File: src/rtl/assert_macros.svh
`ifndef ASSERT_MACROS_SVH
`define ASSERT_MACROS_SVH

// checked only outside reset
`define PNG_ASSERT(name, clk, rst_n, prop, msg) \
  name: assert property (@(posedge clk) disable iff (!rst_n) prop) else $error(msg);

// checked on every edge, reset included
`define PNG_ASSERT_ALWAYS(name, clk, prop, msg) \
  name: assert property (@(posedge clk) prop) else $error(msg);

`endif

File: src/rtl/pngenc_pkg.sv
package pngenc_pkg;

  localparam int unsigned DIM_W      = 14;
  localparam int unsigned ROWB_W     = 16;
  localparam int unsigned TOTAL_W    = 30;
  localparam int unsigned BLOCK_W    = 16;
  localparam int unsigned FIFO_DEPTH = 4;
  localparam int unsigned FIFO_PTR_W = 2;
  localparam int unsigned FIFO_CNT_W = 3;
  localparam int unsigned CFG_IDX_W  = 8;
  localparam int unsigned CFG_DATA_W = 16;

  localparam logic [CFG_IDX_W-1:0] REG_WIDTH  = 8'd0;
  localparam logic [CFG_IDX_W-1:0] REG_HEIGHT = 8'd1;

  localparam logic [31:0] CRC_POLY        = 32'hEDB88320;
  localparam logic [31:0] CRC_INIT        = 32'hFFFFFFFF;
  localparam logic [16:0] ADLER_MOD       = 17'd65521;
  localparam logic [29:0] BLK_PAYLOAD_MAX = 30'd65535;
  localparam logic [63:0] PNG_SIG         = 64'h89504E470D0A1A0A;
  localparam logic [31:0] TAG_IHDR        = 32'h49484452;
  localparam logic [31:0] TAG_IDAT        = 32'h49444154;
  localparam logic [31:0] TAG_IEND        = 32'h49454E44;
  localparam logic [7:0]  ZLIB_CMF        = 8'h78;
  localparam logic [7:0]  ZLIB_FLG        = 8'h01;

  typedef struct packed {
    logic [7:0] data;
    logic       first;
    logic       row_start;
    logic       last;
  } item_t;

  typedef struct packed {
    logic [DIM_W-1:0]   width;
    logic [DIM_W-1:0]   height;
    logic [TOTAL_W-1:0] total;
    logic [31:0]        idat_size;
    logic               started;
  } geom_t;

  function automatic logic [31:0] crc_byte(input logic [31:0] crc, input logic [7:0] b);
    logic [31:0] c;
    c = crc ^ {24'd0, b};
    for (int k = 0; k < 8; k++) begin
      c = c[0] ? (CRC_POLY ^ (c >> 1)) : (c >> 1);
    end
    return c;
  endfunction

endpackage

File: src/rtl/uncompressed_png_rgb_stream_encoder.sv
// path: an accepted pixel byte passes the item queue and the output byte register;
// an image's first pixel byte sets off 43 header bytes, its last is trailed by 20 more
// throughput: one output byte per cycle, set by the single output byte register, while
// the receiver is ready; a row start adds a filter byte, a stored block boundary 5 bytes
// reset: asynchronous, active low; idle, 1x1 geometry, no clearing pass
`include "assert_macros.svh"

module uncompressed_png_rgb_stream_encoder (
  input  logic                                 clk_i,
  input  logic                                 rst_ni,
  input  logic                                 cfg_valid_i,
  output logic                                 cfg_ready_o,
  input  logic [pngenc_pkg::CFG_IDX_W-1:0]     cfg_index_i,
  input  logic [pngenc_pkg::CFG_DATA_W-1:0]    cfg_data_i,
  input  logic                                 in_valid_i,
  output logic                                 in_ready_o,
  input  logic [7:0]                           pixel_byte_i,
  output logic                                 out_valid_o,
  input  logic                                 out_ready_i,
  output logic [7:0]                           out_byte_o,
  output logic                                 last_of_run_o,
  output logic                                 end_of_image_o
);

  pngenc_pkg::item_t  item, head;
  pngenc_pkg::geom_t  geom;
  logic               in_accept, q_full, q_valid, q_pop, cfg_write;

  assign cfg_ready_o = 1'b1;
  assign cfg_write   = cfg_valid_i && cfg_ready_o;
  assign in_ready_o  = !q_full;
  assign in_accept   = in_valid_i && in_ready_o;

  pngenc_front u_front (
    .clk_i        (clk_i),
    .rst_ni       (rst_ni),
    .cfg_write_i  (cfg_write),
    .cfg_index_i  (cfg_index_i),
    .cfg_data_i   (cfg_data_i),
    .in_accept_i  (in_accept),
    .pixel_byte_i (pixel_byte_i),
    .item_o       (item),
    .geom_o       (geom)
  );

  pngenc_fifo u_fifo (
    .clk_i       (clk_i),
    .rst_ni      (rst_ni),
    .push_i      (in_accept),
    .push_item_i (item),
    .full_o      (q_full),
    .pop_i       (q_pop),
    .valid_o     (q_valid),
    .head_o      (head)
  );

  pngenc_back u_back (
    .clk_i          (clk_i),
    .rst_ni         (rst_ni),
    .q_valid_i      (q_valid),
    .head_i         (head),
    .q_pop_o        (q_pop),
    .geom_i         (geom),
    .out_valid_o    (out_valid_o),
    .out_ready_i    (out_ready_i),
    .out_byte_o     (out_byte_o),
    .last_of_run_o  (last_of_run_o),
    .end_of_image_o (end_of_image_o)
  );

  `PNG_ASSERT(a_eoi_ends_run, clk_i, rst_ni, out_valid_o && end_of_image_o |-> last_of_run_o, "end of image without end of run")
  `PNG_ASSERT(a_geom_frozen, clk_i, rst_ni, geom.started && cfg_write |=> $stable(geom.width) && $stable(geom.height), "geometry changed mid image")
  `PNG_ASSERT_ALWAYS(a_pop_nonempty, clk_i, q_pop |-> q_valid, "item queue popped while empty")

endmodule

File: src/rtl/pngenc_fifo.sv
module pngenc_fifo (
  input  logic                clk_i,
  input  logic                rst_ni,
  input  logic                push_i,
  input  pngenc_pkg::item_t   push_item_i,
  output logic                full_o,
  input  logic                pop_i,
  output logic                valid_o,
  output pngenc_pkg::item_t   head_o
);

  pngenc_pkg::item_t                         mem_q [pngenc_pkg::FIFO_DEPTH];
  logic [pngenc_pkg::FIFO_PTR_W-1:0]         wr_q, rd_q;
  logic [pngenc_pkg::FIFO_CNT_W-1:0]         cnt_q;

  assign full_o  = (cnt_q == pngenc_pkg::FIFO_CNT_W'(pngenc_pkg::FIFO_DEPTH));
  assign valid_o = (cnt_q != '0);
  assign head_o  = mem_q[rd_q];

  always_ff @(posedge clk_i) begin
    if (push_i) begin
      mem_q[wr_q] <= push_item_i;
    end
  end

  always_ff @(posedge clk_i or negedge rst_ni) begin
    if (!rst_ni) begin
      wr_q  <= '0;
      rd_q  <= '0;
      cnt_q <= '0;
    end else begin
      if (push_i) wr_q <= wr_q + 1'b1;
      if (pop_i)  rd_q <= rd_q + 1'b1;
      unique case ({push_i, pop_i})
        2'b10:   cnt_q <= cnt_q + 1'b1;
        2'b01:   cnt_q <= cnt_q - 1'b1;
        default: cnt_q <= cnt_q;
      endcase
    end
  end

endmodule

File: src/rtl/pngenc_front.sv
module pngenc_front (
  input  logic                                 clk_i,
  input  logic                                 rst_ni,
  input  logic                                 cfg_write_i,
  input  logic [pngenc_pkg::CFG_IDX_W-1:0]     cfg_index_i,
  input  logic [pngenc_pkg::CFG_DATA_W-1:0]    cfg_data_i,
  input  logic                                 in_accept_i,
  input  logic [7:0]                           pixel_byte_i,
  output pngenc_pkg::item_t                    item_o,
  output pngenc_pkg::geom_t                    geom_o
);

  logic [pngenc_pkg::DIM_W-1:0]   width_q, height_q, w_eff, h_eff;
  logic [pngenc_pkg::ROWB_W-1:0]  col_q, col_inc, row_len;
  logic [pngenc_pkg::DIM_W-1:0]   row_q;
  logic [pngenc_pkg::DIM_W:0]     row_inc;
  logic                           started_q, end_row, end_img;
  logic [pngenc_pkg::TOTAL_W-1:0] total_q;
  logic [30:0]                    ceil_arg;
  logic [14:0]                    q0;
  logic [16:0]                    rem;
  logic [14:0]                    blocks_q;
  logic [pngenc_pkg::TOTAL_W-1:0] total2_q;
  logic [31:0]                    idat_q;

  assign w_eff     = (width_q == '0) ? pngenc_pkg::DIM_W'(1) : width_q;
  assign h_eff     = (height_q == '0) ? pngenc_pkg::DIM_W'(1) : height_q;
  assign row_len   = {2'b00, w_eff} + {1'b0, w_eff, 1'b0};
  assign col_inc   = col_q + 1'b1;
  assign row_inc   = {1'b0, row_q} + 1'b1;
  assign end_row   = (col_inc >= row_len);
  assign end_img   = end_row && (row_inc >= {1'b0, h_eff});

  assign item_o.data      = pixel_byte_i;
  assign item_o.first     = !started_q;
  assign item_o.row_start = (col_q == '0);
  assign item_o.last      = end_img;

  // ceil(total / 65535) as floor((total + 65534) / 65535), one correction step
  assign ceil_arg = {1'b0, total_q} + 31'd65534;
  assign q0       = ceil_arg[30:16];
  assign rem      = {1'b0, ceil_arg[15:0]} + {2'b00, q0};

  assign geom_o.width     = w_eff;
  assign geom_o.height    = h_eff;
  assign geom_o.total     = total2_q;
  assign geom_o.idat_size = idat_q;
  assign geom_o.started   = started_q;

  always_ff @(posedge clk_i) begin
    total_q  <= pngenc_pkg::TOTAL_W'(h_eff * (row_len + 1'b1));
    blocks_q <= q0 + 15'(rem >= 17'd65535);
    total2_q <= total_q;
    idat_q   <= 32'(blocks_q) * 32'd5 + 32'(total2_q) + 32'd6;
  end

  always_ff @(posedge clk_i or negedge rst_ni) begin
    if (!rst_ni) begin
      width_q   <= pngenc_pkg::DIM_W'(1);
      height_q  <= pngenc_pkg::DIM_W'(1);
      col_q     <= '0;
      row_q     <= '0;
      started_q <= 1'b0;
    end else begin
      // geometry is frozen while an image is under way
      if (cfg_write_i && !started_q) begin
        if (cfg_index_i == pngenc_pkg::REG_WIDTH) begin
          width_q <= cfg_data_i[pngenc_pkg::DIM_W-1:0];
        end else if (cfg_index_i == pngenc_pkg::REG_HEIGHT) begin
          height_q <= cfg_data_i[pngenc_pkg::DIM_W-1:0];
        end
      end
      if (in_accept_i) begin
        if (end_img) begin
          col_q     <= '0;
          row_q     <= '0;
          started_q <= 1'b0;
        end else begin
          started_q <= 1'b1;
          if (end_row) begin
            col_q <= '0;
            row_q <= row_inc[pngenc_pkg::DIM_W-1:0];
          end else begin
            col_q <= col_inc;
          end
        end
      end
    end
  end

endmodule

File: src/rtl/pngenc_back.sv
module pngenc_back (
  input  logic                clk_i,
  input  logic                rst_ni,
  input  logic                q_valid_i,
  input  pngenc_pkg::item_t   head_i,
  output logic                q_pop_o,
  input  pngenc_pkg::geom_t   geom_i,
  output logic                out_valid_o,
  input  logic                out_ready_i,
  output logic [7:0]          out_byte_o,
  output logic                last_of_run_o,
  output logic                end_of_image_o
);

  localparam logic [2:0] ST_IDLE = 3'd0;
  localparam logic [2:0] ST_HDR  = 3'd1;
  localparam logic [2:0] ST_BLK  = 3'd2;
  localparam logic [2:0] ST_DAT  = 3'd3;
  localparam logic [2:0] ST_TRL  = 3'd4;

  localparam logic [5:0] HDR_LAST    = 6'd42;
  localparam logic [5:0] HDR_CRC_END = 6'd32;
  localparam logic [5:0] BLK_LAST    = 6'd4;
  localparam logic [5:0] TRL_CRC_END = 6'd7;
  localparam logic [5:0] TRL_LAST    = 6'd19;

  logic [2:0]                      st_q, st_d;
  logic [5:0]                      idx_q, idx_d;
  logic                            filt_q, filt_d, filt_eff;
  logic [pngenc_pkg::BLOCK_W-1:0]  blk_q, blk_d, payload;
  logic [pngenc_pkg::TOTAL_W-1:0]  fbl_q, fbl_d;
  logic [15:0]                     alo_q, alo_d, ahi_q, ahi_d;
  logic [31:0]                     crc_q, crc_d;
  logic                            ov_q, ob_last_q, ob_eoi_q;
  logic [7:0]                      ob_q;
  logic                            can_emit, emit, use_crc, clr_crc, e_last, e_eoi;
  logic                            adl_upd, adl_clr, bfinal;
  logic [7:0]                      e_byte, hdr_b;
  logic [16:0]                     lo_sum, hi_sum;
  logic [15:0]                     lo_new, hi_new;
  logic [1:0]                      sel_off;

  function automatic logic [7:0] be_byte(input logic [31:0] v, input logic [1:0] sel);
    return v[8*(3-sel) +: 8];
  endfunction

  assign can_emit = !ov_q || out_ready_i;
  assign filt_eff = (st_q == ST_IDLE) ? head_i.row_start : filt_q;
  assign payload  = (fbl_q > pngenc_pkg::BLK_PAYLOAD_MAX) ? 16'hFFFF : fbl_q[15:0];
  assign bfinal   = (fbl_q <= pngenc_pkg::BLK_PAYLOAD_MAX);
  assign sel_off  = idx_q[1:0] - 2'd1;

  // header bytes, sequenced by position
  always_comb begin
    hdr_b = 8'h00;
    if (idx_q < 6'd8) begin
      hdr_b = pngenc_pkg::PNG_SIG[8*(7-idx_q[2:0]) +: 8];
    end else if (idx_q < 6'd12) begin
      hdr_b = be_byte(32'd13, idx_q[1:0]);
    end else if (idx_q < 6'd16) begin
      hdr_b = be_byte(pngenc_pkg::TAG_IHDR, idx_q[1:0]);
    end else if (idx_q < 6'd20) begin
      hdr_b = be_byte(32'(geom_i.width), idx_q[1:0]);
    end else if (idx_q < 6'd24) begin
      hdr_b = be_byte(32'(geom_i.height), idx_q[1:0]);
    end else if (idx_q == 6'd24) begin
      hdr_b = 8'd8;
    end else if (idx_q == 6'd25) begin
      hdr_b = 8'd2;
    end else if (idx_q < 6'd29) begin
      hdr_b = 8'd0;
    end else if (idx_q < 6'd33) begin
      hdr_b = be_byte(~crc_q, sel_off);
    end else if (idx_q < 6'd37) begin
      hdr_b = be_byte(geom_i.idat_size, sel_off);
    end else if (idx_q < 6'd41) begin
      hdr_b = be_byte(pngenc_pkg::TAG_IDAT, sel_off);
    end else if (idx_q == 6'd41) begin
      hdr_b = pngenc_pkg::ZLIB_CMF;
    end else begin
      hdr_b = pngenc_pkg::ZLIB_FLG;
    end
  end

  always_comb begin
    st_d    = st_q;
    idx_d   = idx_q;
    filt_d  = filt_q;
    blk_d   = blk_q;
    fbl_d   = fbl_q;
    emit    = 1'b0;
    use_crc = 1'b0;
    clr_crc = 1'b0;
    e_last  = 1'b0;
    e_eoi   = 1'b0;
    e_byte  = 8'h00;
    adl_upd = 1'b0;
    adl_clr = 1'b0;
    q_pop_o = 1'b0;
    if (can_emit) begin
      priority if (st_q == ST_IDLE && !q_valid_i) begin
        emit = 1'b0;
      end else if (st_q == ST_IDLE && head_i.first) begin
        emit    = 1'b1;
        e_byte  = hdr_b;
        clr_crc = 1'b1;
        st_d    = ST_HDR;
        idx_d   = 6'd1;
        filt_d  = 1'b1;
      end else if (st_q == ST_IDLE || st_q == ST_DAT) begin
        emit    = 1'b1;
        use_crc = 1'b1;
        if (blk_q == '0) begin
          // stored block header: BFINAL, LEN, NLEN
          e_byte = {7'd0, bfinal};
          st_d   = ST_BLK;
          idx_d  = 6'd1;
          filt_d = filt_eff;
        end else begin
          e_byte  = filt_eff ? 8'h00 : head_i.data;
          adl_upd = 1'b1;
          blk_d   = blk_q - 1'b1;
          if (fbl_q != '0) fbl_d = fbl_q - 1'b1;
          if (filt_eff) begin
            filt_d = 1'b0;
            st_d   = ST_DAT;
          end else begin
            q_pop_o = 1'b1;
            if (head_i.last) begin
              st_d  = ST_TRL;
              idx_d = 6'd0;
            end else begin
              st_d   = ST_IDLE;
              e_last = 1'b1;
            end
          end
        end
      end else if (st_q == ST_HDR) begin
        emit   = 1'b1;
        e_byte = hdr_b;
        use_crc = ((idx_q >= 6'd12) && (idx_q < 6'd29)) || (idx_q >= 6'd37);
        clr_crc = (idx_q == HDR_CRC_END);
        idx_d  = idx_q + 1'b1;
        if (idx_q == HDR_LAST) begin
          st_d    = ST_DAT;
          fbl_d   = geom_i.total;
          blk_d   = '0;
          adl_clr = 1'b1;
        end
      end else if (st_q == ST_BLK) begin
        emit    = 1'b1;
        use_crc = 1'b1;
        unique case (idx_q[2:0])
          3'd1:    e_byte = payload[7:0];
          3'd2:    e_byte = payload[15:8];
          3'd3:    e_byte = ~payload[7:0];
          default: e_byte = ~payload[15:8];
        endcase
        idx_d = idx_q + 1'b1;
        if (idx_q == BLK_LAST) begin
          blk_d = payload;
          st_d  = ST_DAT;
        end
      end else begin
        // trailer: adler, idat crc, iend length, tag, crc
        emit  = 1'b1;
        idx_d = idx_q + 1'b1;
        if (idx_q < 6'd4) begin
          e_byte  = be_byte({ahi_q, alo_q}, idx_q[1:0]);
          use_crc = 1'b1;
        end else if (idx_q < 6'd8) begin
          e_byte  = be_byte(~crc_q, idx_q[1:0]);
          clr_crc = (idx_q == TRL_CRC_END);
        end else if (idx_q < 6'd12) begin
          e_byte = 8'h00;
        end else if (idx_q < 6'd16) begin
          e_byte  = be_byte(pngenc_pkg::TAG_IEND, idx_q[1:0]);
          use_crc = 1'b1;
        end else begin
          e_byte = be_byte(~crc_q, idx_q[1:0]);
          if (idx_q == TRL_LAST) begin
            clr_crc = 1'b1;
            adl_clr = 1'b1;
            e_last  = 1'b1;
            e_eoi   = 1'b1;
            st_d    = ST_IDLE;
            idx_d   = 6'd0;
            blk_d   = '0;
            fbl_d   = '0;
            filt_d  = 1'b0;
          end
        end
      end
    end
  end

  assign lo_sum = {1'b0, alo_q} + {9'd0, e_byte};
  assign lo_new = (lo_sum >= pngenc_pkg::ADLER_MOD) ? 16'(lo_sum - pngenc_pkg::ADLER_MOD)
                                                    : lo_sum[15:0];
  assign hi_sum = {1'b0, ahi_q} + {1'b0, lo_new};
  assign hi_new = (hi_sum >= pngenc_pkg::ADLER_MOD) ? 16'(hi_sum - pngenc_pkg::ADLER_MOD)
                                                    : hi_sum[15:0];

  always_comb begin
    alo_d = alo_q;
    ahi_d = ahi_q;
    if (adl_clr) begin
      alo_d = 16'd1;
      ahi_d = 16'd0;
    end else if (adl_upd) begin
      alo_d = lo_new;
      ahi_d = hi_new;
    end
    crc_d = crc_q;
    if (clr_crc) begin
      crc_d = pngenc_pkg::CRC_INIT;
    end else if (use_crc) begin
      crc_d = pngenc_pkg::crc_byte(crc_q, e_byte);
    end
  end

  assign out_valid_o    = ov_q;
  assign out_byte_o     = ob_q;
  assign last_of_run_o  = ob_last_q;
  assign end_of_image_o = ob_eoi_q;

  always_ff @(posedge clk_i) begin
    if (emit) begin
      ob_q      <= e_byte;
      ob_last_q <= e_last;
      ob_eoi_q  <= e_eoi;
    end
  end

  always_ff @(posedge clk_i or negedge rst_ni) begin
    if (!rst_ni) begin
      st_q   <= ST_IDLE;
      idx_q  <= '0;
      filt_q <= 1'b0;
      blk_q  <= '0;
      fbl_q  <= '0;
      alo_q  <= 16'd1;
      ahi_q  <= 16'd0;
      crc_q  <= pngenc_pkg::CRC_INIT;
      ov_q   <= 1'b0;
    end else begin
      st_q   <= st_d;
      idx_q  <= idx_d;
      filt_q <= filt_d;
      blk_q  <= blk_d;
      fbl_q  <= fbl_d;
      alo_q  <= alo_d;
      ahi_q  <= ahi_d;
      crc_q  <= crc_d;
      if (can_emit) ov_q <= emit;
    end
  end

endmodule

File: config.mk
export PLATFORM = sky130hd
export DESIGN_NAME = uncompressed_png_rgb_stream_encoder
export DESIGN_NICKNAME = d
export VERILOG_FILES = /design/src/rtl/pngenc_pkg.sv /design/src/rtl/uncompressed_png_rgb_stream_encoder.sv /design/src/rtl/pngenc_fifo.sv /design/src/rtl/pngenc_front.sv /design/src/rtl/pngenc_back.sv
export VERILOG_INCLUDE_DIRS = /design/src /design/src/rtl
export SDC_FILE = /design/constraint.sdc
export NUM_CORES = 2
export LEC_CHECK = 0
export ABC_AREA = 1
export BUFFER_PORTS_ARGS = -buffer_cell sky130_fd_sc_hd__buf_2
export CAP_MARGIN = 5
export CORE_MARGIN = 2
export CORE_UTILIZATION = 66
export CTS_CLUSTER_SIZE = 10
export DETAILED_ROUTE_END_ITERATION = 8
export PLACE_DENSITY = 0.94
export SYNTH_ARGS = -nofsm -noshare
export SYNTH_HDL_FRONTEND = slang
export SYNTH_HIERARCHICAL = 1
export SYNTH_SLANG_ARGS = --single-unit
File: constraint.sdc
create_clock -name clk_i -period 8.5 [get_ports clk_i]
set_clock_uncertainty 0.2 [all_clocks]
set_input_delay 1.7 -clock clk_i [delete_from_list [all_inputs] [get_ports clk_i]]
set_output_delay 1.7 -clock clk_i [all_outputs]
set_load 0.01 [all_outputs]
==> out/qor.yml <==
clock_tree:
  clock_sinks: 347
  clk_latency_ps: 590
  numCtsBuffers: 44
  cts_tree: "built"
  cts.path.max_buffers: 3
  path_clk_slew_ps: 60
  cts_max_level: 2
  cts_root_buffer: "clkbuf_16"
sta:
  setup_tns_ps: 0
  max_clock_freq_mhz: 119
  rsz0062_at_grt: "true"
  post-route-period-util_pct: 99.1
  drv_slew: 0
  setup_viol: 0
  finalHoldViolations: 0
  fin_ws_ps: 73.1
  tightest_slew_ps: 1120
  slew_headroom_pct: 24.8
  finalCriticalPeriod_ps: 8430
hold_path:
  hold_depth: 0
  holdPathEnd: "u_front/total2_q[1]"
  min_from: "u_front/total_q[1]"
  hold_class: "flop to flop"
global_route:
  first_global_vias: 32400
  grt.overflow.total: 0
  grt_usage_pct: 36.7
  grt_max_degree: 77
  grt_pass1_wl_mm: 159
  antenna_found_initial: 0
critical_path:
  r2r_cells: 41
  start_kind: "flop"
  timing.rr.start: "u_front/width_q[2]"
  r2r-end: "u_front/total_q[27]"
  cpMostUsedCell: "nand2_1"
  rrSetupSlack_ps: 70
  end_kind: "flop"
  crit_path_max_incr_delay_ps: 590
  crit_start: "u_front/width_q[2]"
  crit_arrival_ps: 8720
  path_max_fanout: 10
  required_ps: 8800
  cp_slowest_cell: "fa_1"
  crit_type: "flop to flop"
route:
  antenna_left: 0
  highest_layer: "met4"
  drc: 0
  vias: 33100
  wl_mm: 101
  met1_length_mm: 35.8
  drt_iter0_markers: 4388
  post_drt_wl_per_cell_um: 18.4
  dr.pass1.iters: 6
  vias_per_cell: 6.06
  met3_length_mm: 10.6
  wl_met2_mm: 46.9
layout:
  fillerInstances: 3658
  final_cell_mix: "nand2_1, inv_1, nor2_1"
  drive_gt1_share_pct: 10.9
  antenna_cells: 0
  layout_commonest_cell: "nand2_1"
  area_growth_pct: 7.50
  multi_input_area_sq_um: 22500
  seq_area_sq_um: 8470
  fin_nets: 5246
place:
  place_ws_ps: 3.35
  portBuffers: 46
  dp_hpwl_mm: 74.4
  gp_congestion: 0.995
yosys:
  ys_warn_count: 6
  syn_nets: 5223
  syn_area_sq_um: 34500
  syn_area_per_cell_sq_um: 7.28
  syn_inst: 4736
floorplanning:
  io_pins: 50
  fp.dieH_um: 233
  num_rows: 83
  die_width_um: 233
  coreArea_sq_um: 51500
  initial_core_util_pct: 66.9
  dieArea_sq_um: 54100
status:
  status: "complete, no violations"
power_and_ir_drop:
  cellPowerDensity_nw_per_um2: 376
  p_leak_nw: 19.1
  peakVddDrop_mv: 0.334
run:
  cap_viol_max_count: 0
report_power, final:
part | switching (mW) | leakage [nW] | internal (mW)
clock | 0.728 | 0.662 | 1.06
sequential | 0.438 | 3.74 | 2.23
combinational | 6.44 | 14.7 | 3.05
total | 7.60 | 19.1 | 6.34
sequential cells by signal, indices dropped and copies added, names as in the netlist, 16 cells and up:
| register | flops |
|---|---|
| u_fifo/mem_q | 44 |
| u_back/crc_q | 32 |
| u_front/idat_q | 31 |
| u_back/fbl_q | 30 |
| u_front/total2_q | 30 |
| u_front/total_q | 30 |
| u_back/ahi_q | 16 |
| u_back/alo_q | 16 |
| u_back/blk_q | 16 |
| u_front/col_q | 16 |
worst max-delay path: cells and delay by family, from the launching register on:
kind | cells | cell delay, ps
AO/OA/AOI/OAI | 2 | 280
adder cells (fa/ha/maj) | 9 | 4030
AND/OR/NAND/NOR | 19 | 2350
XOR/XNOR | 1 | 190
flip-flops | 1 | 400
buffers and inverters | 10 | 890
layout make-up:
class | instances | area share (%)
Tap cell | 680 | 2.30
Inverter | 807 | 8.25
Sequential cell | 347 | 22.9
Clock inverter | 7 | 0.213
Clock buffer | 71 | 3.47
Multi-Input combinational cell | 3434 | 60.6
Timing Repair Buffer | 125 | 2.28
metrics by stage:
step           instance area, sq um  power (mW)  instances  hold slack [ps]  util (%)
6_report                      37100        13.9       5471              160      72.0
5_1_grt                       37100        15.0       5471              175      72.0
4_1_cts                       36600        13.4       5451              158      71.0
3_5_place_dp                  35200        11.5       5373              148      68.4
3_3_place_gp                  35200        11.1       5373              142      68.4
2_1_floorplan                 34500        9.28       4736              131         -
worst max-delay path by stage:
stage | end | slack [ps]
after floorplan | u_front/total_q[23] | 770
after global placement | u_front/total_q[23] | 240
after detailed placement | u_front/total_q[23] | 3
after CTS | u_front/total_q[23] | 40
after global routing | u_front/total_q[25] | -240
final | u_front/total_q[27] | 70
metal layers:
metal	up-vias	global-route usage (%)
met2	2309	61.6
met3	605	7.00
met4	0	22.1
li1	15100	-
met1	15100	43.6
met5	-	0
repair_timing:
item	4_1_cts	5_1_grt
setup endpoints to repair	2	31
resized for setup	2	83
hold buffers	0	0
gates cloned	0	1
pin swaps	0	17
buffers inserted	0	18
(Power assumes the default switching activity.)
